**src/srm_pkg.sv**
```systemverilog
// Package for the serial register access master: item types and constants.
// No dependencies; imported by every module of the block.
package srm_pkg;

	localparam int UnitW = 16;
	localparam int WaitW = UnitW + 1;
	localparam logic [UnitW-1:0] UNIT_TICKS_RESET = 16'd5;
	localparam logic [3:0] HDR_BITS = 4'd4;
	localparam logic [3:0] DATA_BITS = 4'd8;

	// One request item: a sequencer tick with its access request and pin input
	typedef struct packed {
		logic       start_req;
		logic       func;
		logic [2:0] reg_addr;
		logic [7:0] wr_data;
		logic       miso;
	} srm_req_t;

	// One result item: pin levels and status after the tick
	typedef struct packed {
		logic       cs_out;
		logic       sck_out;
		logic       mosi_out;
		logic       busy_res;
		logic       done_res;
		logic [7:0] rd_data;
	} srm_rsp_t;

endpackage

```
**src/srm_seq.sv**
```systemverilog
// Pin-level sequencer of the serial register access master.
// Depends on srm_pkg; advances one tick for each accepted item.
module srm_seq
	import srm_pkg::*;
(
	input  logic             clk,
	input  logic             arst_n,
	input  logic             step,
	input  logic [UnitW-1:0] unit_ticks,
	input  srm_req_t         req,
	output srm_rsp_t         rsp
);

	typedef enum logic [3:0] {
		PH_IDLE, PH_HDR_BIT, PH_HDR_HI, PH_HDR_LO, PH_HDR_END, PH_PRE,
		PH_TX_BIT, PH_TX_HI, PH_TX_LO, PH_TX_END, PH_RX_HI, PH_RX_SMP,
		PH_RX_XHI, PH_RX_XLO, PH_FIN, PH_TAIL
	} phase_t;

	phase_t           phase_q;
	logic [3:0]       bit_q;
	logic [WaitW-1:0] wait_q;
	logic [7:0]       tx_q;
	logic [7:0]       rx_q;
	logic [3:0]       hdr_q;
	logic             rd_op_q;
	logic             cs_q;
	logic             sck_q;
	logic             mosi_q;
	logic             done_q;

	logic [3:0]       bit_inc;
	logic [WaitW-1:0] short_wait;
	logic [WaitW-1:0] long_wait;

	// Delay lengths and the next bit position
	assign bit_inc    = bit_q + 4'd1;
	assign short_wait = {1'b0, unit_ticks};
	assign long_wait  = {unit_ticks, 1'b0};

	// Advance the sequencer by one tick per item
	always_ff @(posedge clk or negedge arst_n) begin
		if (!arst_n) begin
			phase_q <= PH_IDLE;
			bit_q   <= '0;
			wait_q  <= '0;
			tx_q    <= '0;
			rx_q    <= '0;
			hdr_q   <= '0;
			rd_op_q <= 1'b0;
			cs_q    <= 1'b0;
			sck_q   <= 1'b0;
			mosi_q  <= 1'b0;
			done_q  <= 1'b0;
		end else if (step) begin
			done_q <= 1'b0;
			if (phase_q == PH_IDLE) begin
				if (req.start_req) begin
					rd_op_q <= req.func;
					hdr_q   <= {req.reg_addr, req.func};
					tx_q    <= req.wr_data;
					bit_q   <= '0;
					cs_q    <= 1'b1;
					wait_q  <= long_wait;
					phase_q <= PH_HDR_BIT;
				end
			end else if (wait_q != '0) begin
				wait_q <= wait_q - WaitW'(1);
			end else begin
				unique case (phase_q)
					PH_IDLE: begin
					end
					PH_HDR_BIT: begin
						mosi_q  <= hdr_q[bit_q[1:0]];
						wait_q  <= long_wait;
						phase_q <= PH_HDR_HI;
					end
					PH_HDR_HI: begin
						sck_q   <= 1'b1;
						wait_q  <= short_wait;
						phase_q <= PH_HDR_LO;
					end
					PH_HDR_LO: begin
						sck_q   <= 1'b0;
						wait_q  <= long_wait;
						bit_q   <= bit_inc;
						phase_q <= (bit_inc >= HDR_BITS) ? PH_HDR_END : PH_HDR_BIT;
					end
					PH_HDR_END: begin
						mosi_q  <= 1'b0;
						wait_q  <= long_wait;
						phase_q <= PH_PRE;
					end
					PH_PRE: begin
						wait_q  <= long_wait;
						bit_q   <= '0;
						phase_q <= rd_op_q ? PH_RX_HI : PH_TX_BIT;
					end
					PH_TX_BIT: begin
						mosi_q  <= tx_q[bit_q[2:0]];
						wait_q  <= long_wait;
						phase_q <= PH_TX_HI;
					end
					PH_TX_HI: begin
						sck_q   <= 1'b1;
						wait_q  <= short_wait;
						phase_q <= PH_TX_LO;
					end
					PH_TX_LO: begin
						sck_q   <= 1'b0;
						wait_q  <= long_wait;
						bit_q   <= bit_inc;
						phase_q <= (bit_inc >= DATA_BITS) ? PH_TX_END : PH_TX_BIT;
					end
					PH_TX_END: begin
						mosi_q  <= 1'b0;
						wait_q  <= long_wait;
						phase_q <= PH_FIN;
					end
					PH_RX_HI: begin
						sck_q   <= 1'b1;
						wait_q  <= long_wait;
						phase_q <= PH_RX_SMP;
					end
					PH_RX_SMP: begin
						// sample at the end of the high phase, LSB arrives first
						rx_q    <= {req.miso, rx_q[7:1]};
						sck_q   <= 1'b0;
						wait_q  <= long_wait;
						bit_q   <= bit_inc;
						phase_q <= (bit_inc >= DATA_BITS) ? PH_RX_XHI : PH_RX_HI;
					end
					PH_RX_XHI: begin
						sck_q   <= 1'b1;
						wait_q  <= long_wait;
						phase_q <= PH_RX_XLO;
					end
					PH_RX_XLO: begin
						sck_q   <= 1'b0;
						wait_q  <= '0;
						phase_q <= PH_FIN;
					end
					PH_FIN: begin
						cs_q    <= 1'b0;
						sck_q   <= 1'b1;
						wait_q  <= rd_op_q ? long_wait : short_wait;
						phase_q <= PH_TAIL;
					end
					PH_TAIL: begin
						sck_q   <= 1'b0;
						wait_q  <= '0;
						done_q  <= 1'b1;
						phase_q <= PH_IDLE;
					end
				endcase
			end
		end
	end

	// Present the state after the last tick
	assign rsp.cs_out   = cs_q;
	assign rsp.sck_out  = sck_q;
	assign rsp.mosi_out = mosi_q;
	assign rsp.busy_res = (phase_q != PH_IDLE);
	assign rsp.done_res = done_q;
	assign rsp.rd_data  = rx_q;

endmodule

```
**src/serial_register_access_master.sv**
```systemverilog
// Serial register access master: LSB-first bit-banged register reads and writes.
// Each request item is one sequencer tick; its result item is ready in the cycle after
// acceptance, and one item is taken every cycle while the result side keeps up.
// The sequencer state registers in srm_seq form the result register of that tick.
// Asynchronous active-low reset: idle, pins low, unit_ticks back to 5. Uses srm_pkg.
module serial_register_access_master
	import srm_pkg::*;
(
	input  logic             clk,
	input  logic             arst_n,
	input  logic             cfg_we,
	input  logic [UnitW-1:0] cfg_wdata,
	input  logic             req_valid,
	output logic             req_stall,
	input  srm_req_t         req,
	output logic             rsp_valid,
	input  logic             rsp_stall,
	output srm_rsp_t         rsp
);

	logic [UnitW-1:0] unit_ticks_q;
	logic             rsp_valid_q;
	logic             req_take;

	// Take an item when the result slot is empty or drains this cycle
	assign req_stall = rsp_valid_q & rsp_stall;
	assign req_take  = req_valid & ~req_stall;
	assign rsp_valid = rsp_valid_q;

	// Hold the delay unit register
	always_ff @(posedge clk or negedge arst_n) begin
		if (!arst_n) begin
			unit_ticks_q <= UNIT_TICKS_RESET;
		end else if (cfg_we) begin
			unit_ticks_q <= cfg_wdata;
		end
	end

	// Track an undelivered result item
	always_ff @(posedge clk or negedge arst_n) begin
		if (!arst_n) begin
			rsp_valid_q <= 1'b0;
		end else if (req_take) begin
			rsp_valid_q <= 1'b1;
		end else if (!rsp_stall) begin
			rsp_valid_q <= 1'b0;
		end
	end

	srm_seq u_seq (
		.clk        (clk),
		.arst_n     (arst_n),
		.step       (req_take),
		.unit_ticks (unit_ticks_q),
		.req        (req),
		.rsp        (rsp)
	);

endmodule

```
**config.mk**
```make
export PLATFORM = sky130hd
export DESIGN_NAME = serial_register_access_master
export DESIGN_NICKNAME = d
export VERILOG_FILES = /design/src/srm_pkg.sv /design/src/srm_seq.sv /design/src/serial_register_access_master.sv
export SDC_FILE = /design/constraint.sdc
export NUM_CORES = 1
export LEC_CHECK = 0
export BUFFER_PORTS_ARGS = -buffer_cell sky130_fd_sc_hd__buf_2
export CAP_MARGIN = 5
export CORE_UTILIZATION = 45
export CTS_BUF_LIST = sky130_fd_sc_hd__clkbuf_8
export DETAILED_ROUTE_END_ITERATION = 8
export GPL_TIMING_DRIVEN = 0
export PLACE_DENSITY = 0.63
export SETUP_SLACK_MARGIN = 0.15
export SLEW_MARGIN = 20
export SYNTH_ARGS = -nofsm -noshare
export SYNTH_HDL_FRONTEND = slang
export SYNTH_SLANG_ARGS = --single-unit
export TNS_END_PERCENT = 100
```
**constraint.sdc**
```tcl
create_clock -name clk -period 4.7 [get_ports clk]
set_input_delay 0 -clock clk [delete_from_list [all_inputs] [get_ports clk]]
set_output_delay 0 -clock clk [all_outputs]
set_load 0.02 [all_outputs]
```
# Word-level counts from Yosys, hierarchy flattened
# Index checks and enable logic that the tools add are counted.
word_totals:
  memories: 0
  ram_bits: 0
  mem_bits_ro: 0
  regBits: 67
  elab_cells: 99
  in_bits: 35
  latch_bits: 0
classes:
  mux: 32
  shift: 0
  n_div: 0
  n_reduce_logical: 25
  multipliers: 0
  n_eq_ne: 18
  order_cmp: 4
  bitwise: 5
  add_sub_neg: 2
op_table:
  columns: ["operator", "n"]
  rows:
  - ["two-way mux 17 bit", 4]
  - ["one-hot mux 17 bit (4 select lines)", 1]
  - ["one-hot mux 4 bit (14 select lines)", 1]
  - ["== test 4 bit, second input constant", 8]
  - ["two-way mux 4 bit", 8]
  - ["AND reduction 4 bit", 6]
  - ["nonzero test 17 bit", 1]
  - ["subtractor 17 x 1 -> 17 bit, second input constant", 1]
  - ["== test 4 x 3 -> 1 bit, second input constant", 4]
  - ["nonzero test 15 bit", 1]
  - ["two-way mux 1 bit", 11]
  - ["OR reduction 10 bit", 1]
  - ["OR reduction 5 bit", 2]
  - ["== test 4 x 2 -> 1 bit, second input constant", 2]
  - ["one-hot mux 4 bit (2 select lines)", 1]
  - ["OR reduction 2 bit", 4]
  - ["two-way mux 3 bit", 2]
  - ["AND reduction 3 bit", 2]
  - ["nonzero test 3 bit", 2]
  - ["nonzero test 6 bit", 1]
  - ["adder 4 x 1 -> 4 bit, second input constant", 1]
  - ["== test 4 x 1 -> 1 bit, second input constant", 1]
  - [">= comparator 4 x 3 -> 1 bit, second input constant", 1]
  - [">= comparator 4 bit, second input constant", 1]
  - ["14 further kinds", 19]

# Depth between registers and ports, before layout
logic_depth:
  word_depth: 6
  ltp_mapped: 9
  depth_no_buf: 8

# Hierarchy
# A second synthesis with hierarchy kept.
hier_totals:
  hier_cells: 361
  hier_area_um2: 3802.4
by_module_without_submodules:
  columns: ["module", "seq_area_each_um2", "cells_per_inst", "area_per_inst_um2", "n_inst"]
  rows:
  - ["srm_seq", 1226.2, 323, 3104.2, 1]
  - ["serial_register_access_master", 427.9, 38, 698.2, 1]

# Worst setup path before layout
# Ideal clock, no wire load.
synth_path:
  path_type: "register to register"
  start: "reg u_seq.wait_q[0]"
  end: "reg u_seq.bit_q[1]"
  path_slack_ns: 2.575
  path_stages_with_launch: 9
  arrival_time_ns: 2.004
  synth_period_minus_slack_ns: 2.125
  path_buffers: 1
  setup_time_ns: 0.121
  path_cell_list: "dfrtp_1 -> inv_1 -> ha_1 -> nor2b_1 -> nand4_1 -> clkbuf_1 -> o31ai_1 -> o211ai_1 -> a22o_1"
synth_via:
  elab_chain_cells: 3
synth_lines:
  columns: ["element", "line_no", "rtl"]
  rows:
  - ["start: declaration", "srm_seq.sv:22", "logic [WaitW-1:0] wait_q;"]
  - ["start signal: assignment", "srm_seq.sv:64", "wait_q <= long_wait;"]
  - ["start signal: assignment", "srm_seq.sv:68", "wait_q <= wait_q - WaitW'(1);"]
  - ["start signal: assignment", "srm_seq.sv:75", "wait_q <= long_wait;"]
  - ["nonzero test 17 bit", "srm_seq.sv:67", "end else if (wait_q != '0) begin"]
  - ["inequality test 2 x 1 -> 1 bit (no line)", null, null]
  - ["AND reduction 4 bit (no line)", null, null]
  - ["end signal: assignment", "srm_seq.sv:86", "bit_q <= bit_inc;"]
  - ["end signal: assignment", "srm_seq.sv:112", "bit_q <= bit_inc;"]
  - ["end signal: assignment", "srm_seq.sv:130", "bit_q <= bit_inc;"]
  - ["end: declaration", "srm_seq.sv:21", "logic [3:0] bit_q;"]
# Every way passes these cells.
# A chain may end at the register's enable or synchronous reset.

# Worst setup path in the final report
layout_path:
  start: "reg u_seq.wait_q[12]"
  end: "reg u_seq.bit_q[1]"
# The elaborated chain is that of the path after synthesis.

==> impl_summary.log <==
INFO  metric maxCapViolations = 0
INFO  metric period_needed = 2.72 ns
INFO  metric cts_tree = yes
INFO  metric synth_edf_count = 0
INFO  metric multiInputGateArea = 1890 um^2
INFO  metric worstHoldPathType = in -> async
INFO  metric yosys_warnings = 0
INFO  metric start_util = 47.1%
INFO  metric clock_tree.htree_level_count = 3
INFO  metric syn_avg_cell_area = 10.1 um^2
INFO  metric register_area = 1650 um^2
INFO  metric reg_to_reg_critical_path_startpoint = u_seq.wait_q[12]$_DFFE_PN0P_
INFO  metric r2r-end = u_seq.bit_q[1]$_DFFE_PN0P_
INFO  metric cts.repair_timing.setup_buffer_count = 0
INFO  metric relSlewSlack = 46.6%
INFO  metric grt_start_max_net_pins = 41
INFO  metric status = completed
INFO  metric route.detailed.wl_per_inst = 16.8 um
INFO  metric syn-cell-area = 3680 um^2
INFO  metric synth-seq-area-share = 45.0%
INFO  metric area.growth.synth_to_final = 25.3%
INFO  metric reg2regPathDepth = 6
INFO  metric critical_path.max_fanout = 10
INFO  metric die_height = 92.4 um
INFO  metric report.final.slew_viol_count = 0
INFO  metric grt_first_pass_wirelength = 15.7 mm
INFO  metric largest_voltage_drop_on_the_vdd_net = 0.157 mV
INFO  metric cts_buffer_depth = 2
INFO  metric yosys_most_used_dff = sky130_fd_sc_hd__dfrtp_1
INFO  metric critical_path_required = 4.94 ns
INFO  metric start_kind = flop
INFO  metric drt_first_iter_violations = 326
INFO  metric antenna_violations_before_repair = 0
INFO  metric avgViaCountPerCell = 5.88
INFO  metric final_weighted_congestion_of_routability_driven_global_placement = 0.905
INFO  metric place.detailed.hpwl = 6.48 mm
INFO  metric global_route.usage.total = 23.9%
INFO  metric cts_sinks = 66
INFO  metric worst_skew_pair.late_latency = 0.34 ns
INFO  metric reg2reg_setup_slack = 1.98 ns
INFO  metric final_net_count = 496
INFO  metric num_io_pins = 50
INFO  metric place.port_buffers = 48
INFO  metric finalSetupViolCount = 0
INFO  metric detailroute.via_count = 3,321
INFO  metric post-route-util = 59.0%
INFO  metric cellLeakagePower = 0.00204 uW
INFO  metric worst-setup-path-type = reg -> reg
INFO  metric mappedNetlistNets = 404
INFO  metric grt_pass1_vias = 3,224
INFO  metric transition_time_at_the_pin_with_the_least_slew_margin = 0.796 ns
INFO  metric die_area = 8540 um^2
INFO  metric cts_made_buffers = 9
INFO  metric register_clock_pin_slew_on_the_reported_worst_setup_and_hold_paths = 0.08 ns
INFO  metric final_hold_viol_count = 0
INFO  metric number_of_nets_with_antenna_violations_after_routing = 0
INFO  metric gr-total-overflow = 0
INFO  metric setup_tns = 0 ns
INFO  metric wl = 9.48 mm
INFO  metric arrival_time_reported_for_the_critical_path_endpoint = 2.95 ns
INFO  metric clock-skew-final = 0.0140 ns
INFO  metric post-route-drc-count = 0
INFO  metric cts_root_buffer = sky130_fd_sc_hd__clkbuf_8
INFO  metric drt-pass1-iter-count = 7
INFO  metric coreArea = 7810 um^2
INFO  metric layout.filler_cells = 703
INFO  metric pwr_density_cell = 303 nW/um^2
INFO  metric synthesis.instances = 366
INFO  metric num_rows = 32
INFO  metric post_synthesis_sequential_element_count = 66
INFO  metric antenna_cells_inserted = 0
INFO  metric width_of_the_die = 92.4 um
INFO  metric netlist-cell-type-count = 62
INFO  metric rsz_0062_raised_after_global_routing = no
INFO  metric final_layout_size_suffix_gt1_share = 22.0%
INFO  metric synth-async-reset-ratio = 100%
INFO  metric worstSetupEndpointType = flop
INFO  metric fmaxAchievable = 368 MHz
INFO  metric layout_worst_path_cycle_share = 57.8%
==> sequential cells by signal, indices dropped and copies added, names as in the netlist <==
signal         cells
rsp_valid          1
u_seq.hdr_q        4
u_seq.bit_q        4
u_seq.mosi_q       1
u_seq.sck_q        1
u_seq.cs_q         1
unit_ticks_q      16
u_seq.done_q       1
u_seq.phase_q      4
u_seq.wait_q      17
u_seq.tx_q         8
u_seq.rx_q         8
==> cells in the mapped netlist (5+ instances only) <==
| master | count | share of area (%) |
|---|---|---|
| sky130_fd_sc_hd__mux2_1 | 17 | 5.2 |
| sky130_fd_sc_hd__inv_1 | 6 | 0.61 |
| sky130_fd_sc_hd__nor2_1 | 30 | 3.1 |
| sky130_fd_sc_hd__nor3_1 | 9 | 1.2 |
| sky130_fd_sc_hd__a21oi_1 | 23 | 3.1 |
| sky130_fd_sc_hd__clkbuf_1 | 17 | 1.7 |
| sky130_fd_sc_hd__a221oi_1 | 5 | 1.2 |
| sky130_fd_sc_hd__o21ai_0 | 10 | 1.4 |
| sky130_fd_sc_hd__o21ai_1 | 18 | 2.4 |
| sky130_fd_sc_hd__o211ai_1 | 6 | 1.2 |
| sky130_fd_sc_hd__or3_1 | 6 | 1.0 |
| sky130_fd_sc_hd__nand2_1 | 27 | 2.8 |
| sky130_fd_sc_hd__dfrtp_1 | 64 | 44 |
| sky130_fd_sc_hd__a31oi_1 | 6 | 1.0 |
| sky130_fd_sc_hd__nand3_1 | 9 | 1.2 |
| sky130_fd_sc_hd__a21o_1 | 6 | 1.2 |
| sky130_fd_sc_hd__mux2_2 | 19 | 5.8 |
==> power breakdown <==
| part | internal [uW] | total [uW] | switching (uW) |
|---|---|---|---|
| logic | 97.7 | 196 | 98.7 |
| clock network | 309 | 532 | 222 |
| registers | 614 | 668 | 53.2 |
==> metal layers <==
| metal | vias up | global-route usage [%] | wire length [um] |
|---|---|---|---|
| met5 | - | 0 | 0 |
| met4 | 0 | 10.5 | 229 |
| met3 | 25 | 3.78 | 610 |
| met2 | 143 | 38.0 | 4220 |
| met1 | 1596 | 32.4 | 4420 |
| li1 | 1557 | - | - |
==> metrics by stage <==
stage / setup WS (ns) / instances / hold WS, ns / power, uW / cell area [um^2]
after floorplan: 2.58 / 366 / -0.296 / 780 / 3680
after global placement: 2.01 / 516 / 0.212 / 842 / 4050
after detailed placement: 2.01 / 517 / -0.0632 / 849 / 4070
after CTS: 2.01 / 565 / 0.115 / 1400 / 4610
after global routing: 1.70 / 565 / 0.130 / 1460 / 4610
final: 1.98 / 565 / 0.114 / 1400 / 4610
==> worst max-delay path, stage by stage (launching register included) <==
cell and delay (ns):
sky130_fd_sc_hd__dfrtp_1 0.45, sky130_fd_sc_hd__nor4_1 0.37, sky130_fd_sc_hd__nand4_1 0.16, sky130_fd_sc_hd__clkbuf_1 0.25, sky130_fd_sc_hd__o31ai_1 0.71, sky130_fd_sc_hd__o211ai_1 0.34, sky130_fd_sc_hd__a22o_1 0.33
==> worst max-delay path by stage <==
stage / startpoint / end / cells past startpoint
after detailed placement: u_seq.wait_q[12]$_DFFE_PN0P_ / u_seq.bit_q[1]$_DFFE_PN0P_ / 6
after global placement: u_seq.wait_q[0]$_DFFE_PN0P_ / u_seq.bit_q[1]$_DFFE_PN0P_ / 8
after floorplan: u_seq.wait_q[0]$_DFFE_PN0P_ / u_seq.bit_q[1]$_DFFE_PN0P_ / 8
after CTS: u_seq.wait_q[12]$_DFFE_PN0P_ / u_seq.bit_q[1]$_DFFE_PN0P_ / 6
after global routing: u_seq.wait_q[12]$_DFFE_PN0P_ / u_seq.bit_q[1]$_DFFE_PN0P_ / 6
final: u_seq.wait_q[12]$_DFFE_PN0P_ / u_seq.bit_q[1]$_DFFE_PN0P_ / 6
==> what timing repair did <==
action | CTS | global route
resized for setup | 0 | 0
endpoints found under the setup margin | 0 | 0
hold buffers | 32 | 0
endpoints found under the hold margin | 96 | 0
==> layout by cell type, fill, tap and decap left out, types with 3 or more instances in the layout <==
cell type / synthesis / routed
sky130_fd_sc_hd__a221oi_1: 5 / 5
sky130_fd_sc_hd__a21o_1: 6 / 6
sky130_fd_sc_hd__nor2b_1: 3 / 3
sky130_fd_sc_hd__or3_1: 6 / 6
sky130_fd_sc_hd__mux2_1: 17 / 17
sky130_fd_sc_hd__mux2_2: 19 / 19
sky130_fd_sc_hd__o21ai_0: 10 / 10
sky130_fd_sc_hd__a21oi_1: 23 / 23
sky130_fd_sc_hd__a221o_1: 3 / 3
sky130_fd_sc_hd__nor3_1: 9 / 9
sky130_fd_sc_hd__a31oi_1: 6 / 6
sky130_fd_sc_hd__inv_1: 6 / 7
sky130_fd_sc_hd__nand2_1: 27 / 27
sky130_fd_sc_hd__nand3_1: 9 / 9
sky130_fd_sc_hd__buf_4: 4 / 5
sky130_fd_sc_hd__ha_1: 3 / 3
sky130_fd_sc_hd__clkbuf_1: 17 / 17
sky130_fd_sc_hd__o21ai_1: 18 / 18
sky130_fd_sc_hd__buf_2: 3 / 50
sky130_fd_sc_hd__o211ai_1: 6 / 6
sky130_fd_sc_hd__o22ai_1: 3 / 3
sky130_fd_sc_hd__clkbuf_8: 0 / 10
sky130_fd_sc_hd__a211oi_1: 3 / 3
sky130_fd_sc_hd__dlygate4sd3_1: 0 / 32
sky130_fd_sc_hd__mux4_2: 3 / 3
sky130_fd_sc_hd__dfrtp_1: 64 / 64
sky130_fd_sc_hd__nand4_1: 3 / 3
sky130_fd_sc_hd__xor2_1: 4 / 4
sky130_fd_sc_hd__nor2_1: 30 / 30
sky130_fd_sc_hd__o31ai_1: 4 / 4
sky130_fd_sc_hd__a32oi_1: 4 / 4
==> logic make-up after synthesis <==
family | share of synthesized area [%]
AO/OA/AOI/OAI | 20.1
XOR/XNOR | 1.43
adder cells (fa/ha/maj) | 1.02
buffers and inverters | 3.78
flip-flops | 45.0
multiplexers | 13.4
AND/OR/NAND/NOR | 15.3
==> layout make-up <==
class	count	area share [%]
plain buffers	25	2.44
clock buffers	10	2.99
clock inverters	6	1.76
inverters	7	0.570
multi-input cells	268	40.9
flip-flops and latches	66	35.9
well taps	102	2.77
repair buffers	81	12.7
Note: power is estimated with default switching activity, not from simulation.
